File: config.mk
export PLATFORM = sky130hd
export DESIGN_NAME = idba_ctrl
export DESIGN_NICKNAME = d
export VERILOG_FILES = /design/src/idba_pkg.sv /design/src/idba_ctrl.sv
export SDC_FILE = /design/constraint.sdc
export NUM_CORES = 1
export LEC_CHECK = 0
export BUFFER_PORTS_ARGS = -buffer_cell sky130_fd_sc_hd__clkbuf_2
export CAP_MARGIN = 20
export CORE_MARGIN = 2
export CORE_UTILIZATION = 24
export DETAILED_ROUTE_END_ITERATION = 10
export GPL_TIMING_DRIVEN = 1
export MAX_ROUTING_LAYER = met4
export PLACE_DENSITY = 0.5
export SLEW_MARGIN = 20
export SYNTH_ARGS = -nofsm -noshare
export SYNTH_HDL_FRONTEND = slang
export SYNTH_SLANG_ARGS = --single-unit
File: constraint.sdc
create_clock -name clk_i -period 1.3 [get_ports clk_i]
set_input_delay 0.195 -clock clk_i [delete_from_list [all_inputs] [get_ports clk_i]]
set_output_delay 0.195 -clock clk_i [all_outputs]
set_load 0.01 [all_outputs]
File: src/idba_pkg.sv
`timescale 1ns / 1ps
// ----------------------------------------------------------------------------
// idba_pkg
// Shared types and constants of the bitmap identifier allocator.
// ----------------------------------------------------------------------------
package idba_pkg;

  localparam int unsigned IdW         = 16;
  localparam int unsigned MapWordsDef = 256;
  localparam int unsigned WordBitsDef = 32;
  localparam int unsigned CfgIdxW     = 1;

  localparam logic [IdW-1:0] BaseIdRst = 16'd300;
  localparam logic [IdW-1:0] MaxIdRst  = 16'd5000;

  typedef enum logic [0:0] {
    OP_ALLOC   = 1'b0,
    OP_RELEASE = 1'b1
  } op_e;

  typedef enum logic [CfgIdxW-1:0] {
    CFG_BASE_ID = 1'b0,
    CFG_MAX_ID  = 1'b1
  } cfg_idx_e;

  typedef struct packed {
    op_e            op;
    logic [IdW-1:0] release_id;
  } in_item_t;

  typedef struct packed {
    logic [IdW-1:0] alloc_id;
    logic           failed;
  } out_item_t;

  typedef struct packed {
    logic clr_wr;
    logic start;
    logic scan_rd;
    logic scan_adv;
    logic finish;
    logic rel_mul;
    logic rel_div;
    logic rel_rd;
    logic rel_wr;
  } dp_cmd_t;

  typedef struct packed {
    logic clr_last;
    logic in_release;
    logic done;
    logic out_free;
    logic rel_ok;
  } dp_status_t;

endpackage

File: src/idba_ctrl.sv
`timescale 1ns / 1ps
// ----------------------------------------------------------------------------
// idba_ctrl
// Sequencer: clearing pass, allocate scan and release read-modify-write.
// ----------------------------------------------------------------------------
module idba_ctrl (
  input  logic                 clk_i,
  input  logic                 rst_ni,
  input  logic                 in_valid_i,
  output logic                 in_stall_o,
  input  idba_pkg::dp_status_t status_i,
  output idba_pkg::dp_cmd_t    cmd_o
);

  typedef enum logic [7:0] {
    ST_CLEAR = 8'b0000_0001,
    ST_IDLE  = 8'b0000_0010,
    ST_A_RD  = 8'b0000_0100,
    ST_A_CHK = 8'b0000_1000,
    ST_R_MUL = 8'b0001_0000,
    ST_R_DIV = 8'b0010_0000,
    ST_R_RD  = 8'b0100_0000,
    ST_R_WR  = 8'b1000_0000
  } state_e;

  state_e state_q, state_d;

  always_comb begin
    state_d    = state_q;
    cmd_o      = '0;
    in_stall_o = 1'b1;
    unique case (state_q)
      ST_CLEAR: begin
        cmd_o.clr_wr = 1'b1;
        if (status_i.clr_last) begin
          state_d = ST_IDLE;
        end
      end
      ST_IDLE: begin
        in_stall_o = 1'b0;
        if (in_valid_i) begin
          cmd_o.start = 1'b1;
          state_d     = status_i.in_release ? ST_R_MUL : ST_A_RD;
        end
      end
      ST_A_RD: begin
        cmd_o.scan_rd = 1'b1;
        state_d       = ST_A_CHK;
      end
      ST_A_CHK: begin
        if (!status_i.done) begin
          cmd_o.scan_adv = 1'b1;
        end else if (status_i.out_free) begin
          cmd_o.finish = 1'b1;
          state_d      = ST_IDLE;
        end
      end
      ST_R_MUL: begin
        cmd_o.rel_mul = 1'b1;
        state_d       = ST_R_DIV;
      end
      ST_R_DIV: begin
        cmd_o.rel_div = 1'b1;
        state_d       = ST_R_RD;
      end
      ST_R_RD: begin
        if (status_i.rel_ok) begin
          cmd_o.rel_rd = 1'b1;
          state_d      = ST_R_WR;
        end else begin
          state_d = ST_IDLE;
        end
      end
      ST_R_WR: begin
        cmd_o.rel_wr = 1'b1;
        state_d      = ST_IDLE;
      end
      default: begin
        state_d = ST_IDLE;
      end
    endcase
  end

  always_ff @(posedge clk_i or negedge rst_ni) begin
    if (!rst_ni) begin
      state_q <= ST_CLEAR;
    end else begin
      state_q <= state_d;
    end
  end

  a_release_write_checked: assert property (@(posedge clk_i) disable iff (!rst_ni)
    (state_q == ST_R_WR) |-> $past(state_q == ST_R_RD && status_i.rel_ok))
    else $error("bitmap release write without an in-range identifier");

endmodule

==> out/metrics.yaml <==
status:
  status: "finished with violations"
  violations: "setup timing"
clock_network:
  htreeDepth: 1
  clk_pin_slew_ns: 0.05
  numCtsBuffers: 3
  cts.sink_count: 8
  cts_buffer_depth: 2
  clockRootBuffer: "clkbuf_4"
  tritoncts: "done"
  clk_latency_ns: 0.25
critical_path:
  r2r-start: "state_q[1]"
  r2r-end: "state_q[1]"
  setup.worst_path.start: "state_q[1]"
  cp-start-kind: "flip-flop"
  max_stage_delay_ns: 0.40
  arrival_ns: 1.55
  endpoint: "cmd_o[1]"
  r2r_cells: 6
  endpoint_kind: "output port"
  rrSetupSlack_ns: -0.37
  worstSetupPathType: "flip-flop to output port"
  crit_slowest_cell: "dfrtp_1"
  critical_path.max_fanout: 3
  worstPathRequired_ns: 1.11
  crit_chain: "nor4_4 -> nand2_2 -> nor2_4 -> and2_4 -> buf_6"
floorplan:
  io_pins: 18
  fp.dieH_microns: 50.0
  die_w_microns: 50.0
  rows: 16
  initial_core_util_pct: 25.6
  die_area_sq_mm: 0.00250
  core-area_sq_mm: 0.00198
logic_synthesis:
  ys_ff_latch: 8
  synth-edff-count: 0
  netlist_area_sq_um: 507
  syn-num-nets: 63
  ys_types: 25
  synth_most_common_cell: "nor2_1"
  yosysTopAreaCellShare_pct: 34.6
  synth_top_family_by_area: "simple AND/OR/NAND/NOR gates"
  yosys.area_share.xor_xnor_pct: 1.73
  yosysWarnings: 0
  synthCells: 55
  yosys.area_share.simple_pct: 44.4
  seq_area_frac_synth_pct: 39.8
  ys_async_sr_fraction_pct: 100
  synth_area_leaders: "dfrtp_1 (35%), nor3b_1 (8.9%), nor4_4 (8.4%)"
  yosys.area.top_type: "dfrtp_1"
  avgSynthCellArea_sq_um: 9.21
  synthAdderAreaFrac_pct: 0
  synth_mux_area_share_pct: 0
  synth_compound_gate_area_share_pct: 9.38
  synth_common_cells: "nor2_1 (9), dfrtp_1 (7), nor3b_1 (6)"
  ys.flop_type: "dfrtp_1"
layout:
  area_delta_synth_final_pct: 76.0
  largest-register: "state_q"
  largest_register_ffs: 8
  largestRegisters: "state_q (8)"
  diodes: 0
  drive_above_1_share_pct: 60.4
  finalNetCount: 105
route:
  dr.pass1.iters: 4
  drc_errors: 0
  vias: 552
  wl_per_cell_microns: 11.9
  routed_wl_mm: 1.46
  routed_via_density: 4.49
  detail-route-antenna-nets: 0
  dr.first_iter.drc_count: 16
global_route:
  grt_pass1_vias: 543
  grt_antenna_before_repair: 0
  grt_usage_pct: 13.0
  grt_overflow: 0
  grt_max_degree: 9
  grt_pass1_wl_mm: 2.33
power:
  power_frac_seq_pct: 20.8
  intPower_mw: 1.02
  swShare_pct: 37.7
  p_leak_nw: 0.444
  switching_power_mw: 0.617
  power_mw: 1.63
  power_frac_comb_pct: 66.7
  clock_power_share_pct: 12.5
  irDropWorstVdd_mv: 1.35
  p_per_area_mw_per_mm2: 1830
place:
  numPortBuffers: 17
  place_congestion: 0.773
timing:
  fmax_ghz: 0.573
  setup_tns_ns: -4.48
  maxSlewViolCount: 0
  finalSetupViolCount: 16
  max-slew-margin-rel_pct: 81.0
  fin_worst_skew_ns: 0.00432
  whs_ns: 0.0746
  rsz0062_at_grt: "true"
  layout_setup_ws_ns: -0.444
  hold_violations: 0
  tightest_slew_ns: 0.282
  period_share_pct: 134
  post-route-min-period_ns: 1.74
worst_hold_path:
  worst_hold_path_type: "input port to flip-flop"
run:
  cap_violations: 0
-- worst max-delay path, delay by kind of cell, from the launching register on --
kind / cells / cell delay [ns]
AND/OR/NAND/NOR: 4 / 0.80
flip-flops: 1 / 0.40
buffers and inverters: 1 / 0.09
-- worst min-delay path by stage --
| stage | startpoint | cells after the start | to | slack (ns) |
|---|---|---|---|---|
| 3_3_place_gp | rst_ni | 1 | state_q[2] | 0.06 |
| 2_1_floorplan | rst_ni | 0 | state_q[1] | -0.10 |
| 3_5_place_dp | rst_ni | 1 | state_q[2] | 0.06 |
| 4_1_cts | status_i[4] | 2 | state_q[0] | 0.07 |
| 6_report | status_i[4] | 2 | state_q[0] | 0.07 |
| 5_1_grt | status_i[4] | 2 | state_q[0] | 0.07 |
-- placed cells by master (no fill, tap or decap), types with 5 or more instances in the layout --
cell,n
buf_2,5
nor2_1,7
clkbuf_2,9
buf_4,18
dfrtp_1,7
buf_6,6
-- power by group through the flow --
stage | registers (mW) | clock network, mW | logic [mW]
6_report | 0.339 | 0.204 | 1.09
5_1_grt | 0.345 | 0.229 | 1.19
4_1_cts | 0.341 | 0.212 | 0.930
3_5_place_dp | 0.345 | 0 | 0.749
3_3_place_gp | 0.345 | 0 | 0.748
2_1_floorplan | 0.336 | 0 | 0.474
-- final cells by class --
class / count / area [sq um]
Sequential cell: 8 / 201
Tap cell: 27 / 33.8
Timing Repair Buffer: 39 / 283
Clock buffer: 4 / 26.3
Inverter: 2 / 7.51
Fill cell: 193 / 1090
Multi-Input combinational cell: 43 / 340
-- cells by family after synthesis --
group	after synthesis
AND/OR/NAND/NOR	35
buffers and inverters	4
XOR/XNOR	1
flip-flops	8
AO/OA/AOI/OAI	7
-- repair_timing --
item | CTS | global route
setup buffers | 6 | 3
endpoints found under the setup margin | 16 | 18
hold buffers | 1 | 0
resized for setup | 5 | 20
pin swaps | 5 | 6
endpoints found under the hold margin | 7 | 0
-- through the flow --
step	setup WS, ns	area, sq um	utilization [%]	std cells
global route	-0.519	892	45.0	123
detailed placement	-0.188	729	36.8	110
CTS	-0.433	830	41.9	121
finish	-0.444	892	45.0	123
floorplan	-0.0755	529	-	55
global placement	-0.158	729	36.8	110
-- metal layers --
layer / wire [microns] / share of wire (%) / track usage (%) / up-vias
met4: 36 / 2.5 / 5.56 / 0
met5: 0 / 0 / - / -
li1: - / - / - / 274
met3: 59 / 4.0 / 1.82 / 6
met1: 553 / 38 / 14.9 / 257
met2: 814 / 56 / 22.4 / 15
(Power assumes the default switching activity.)
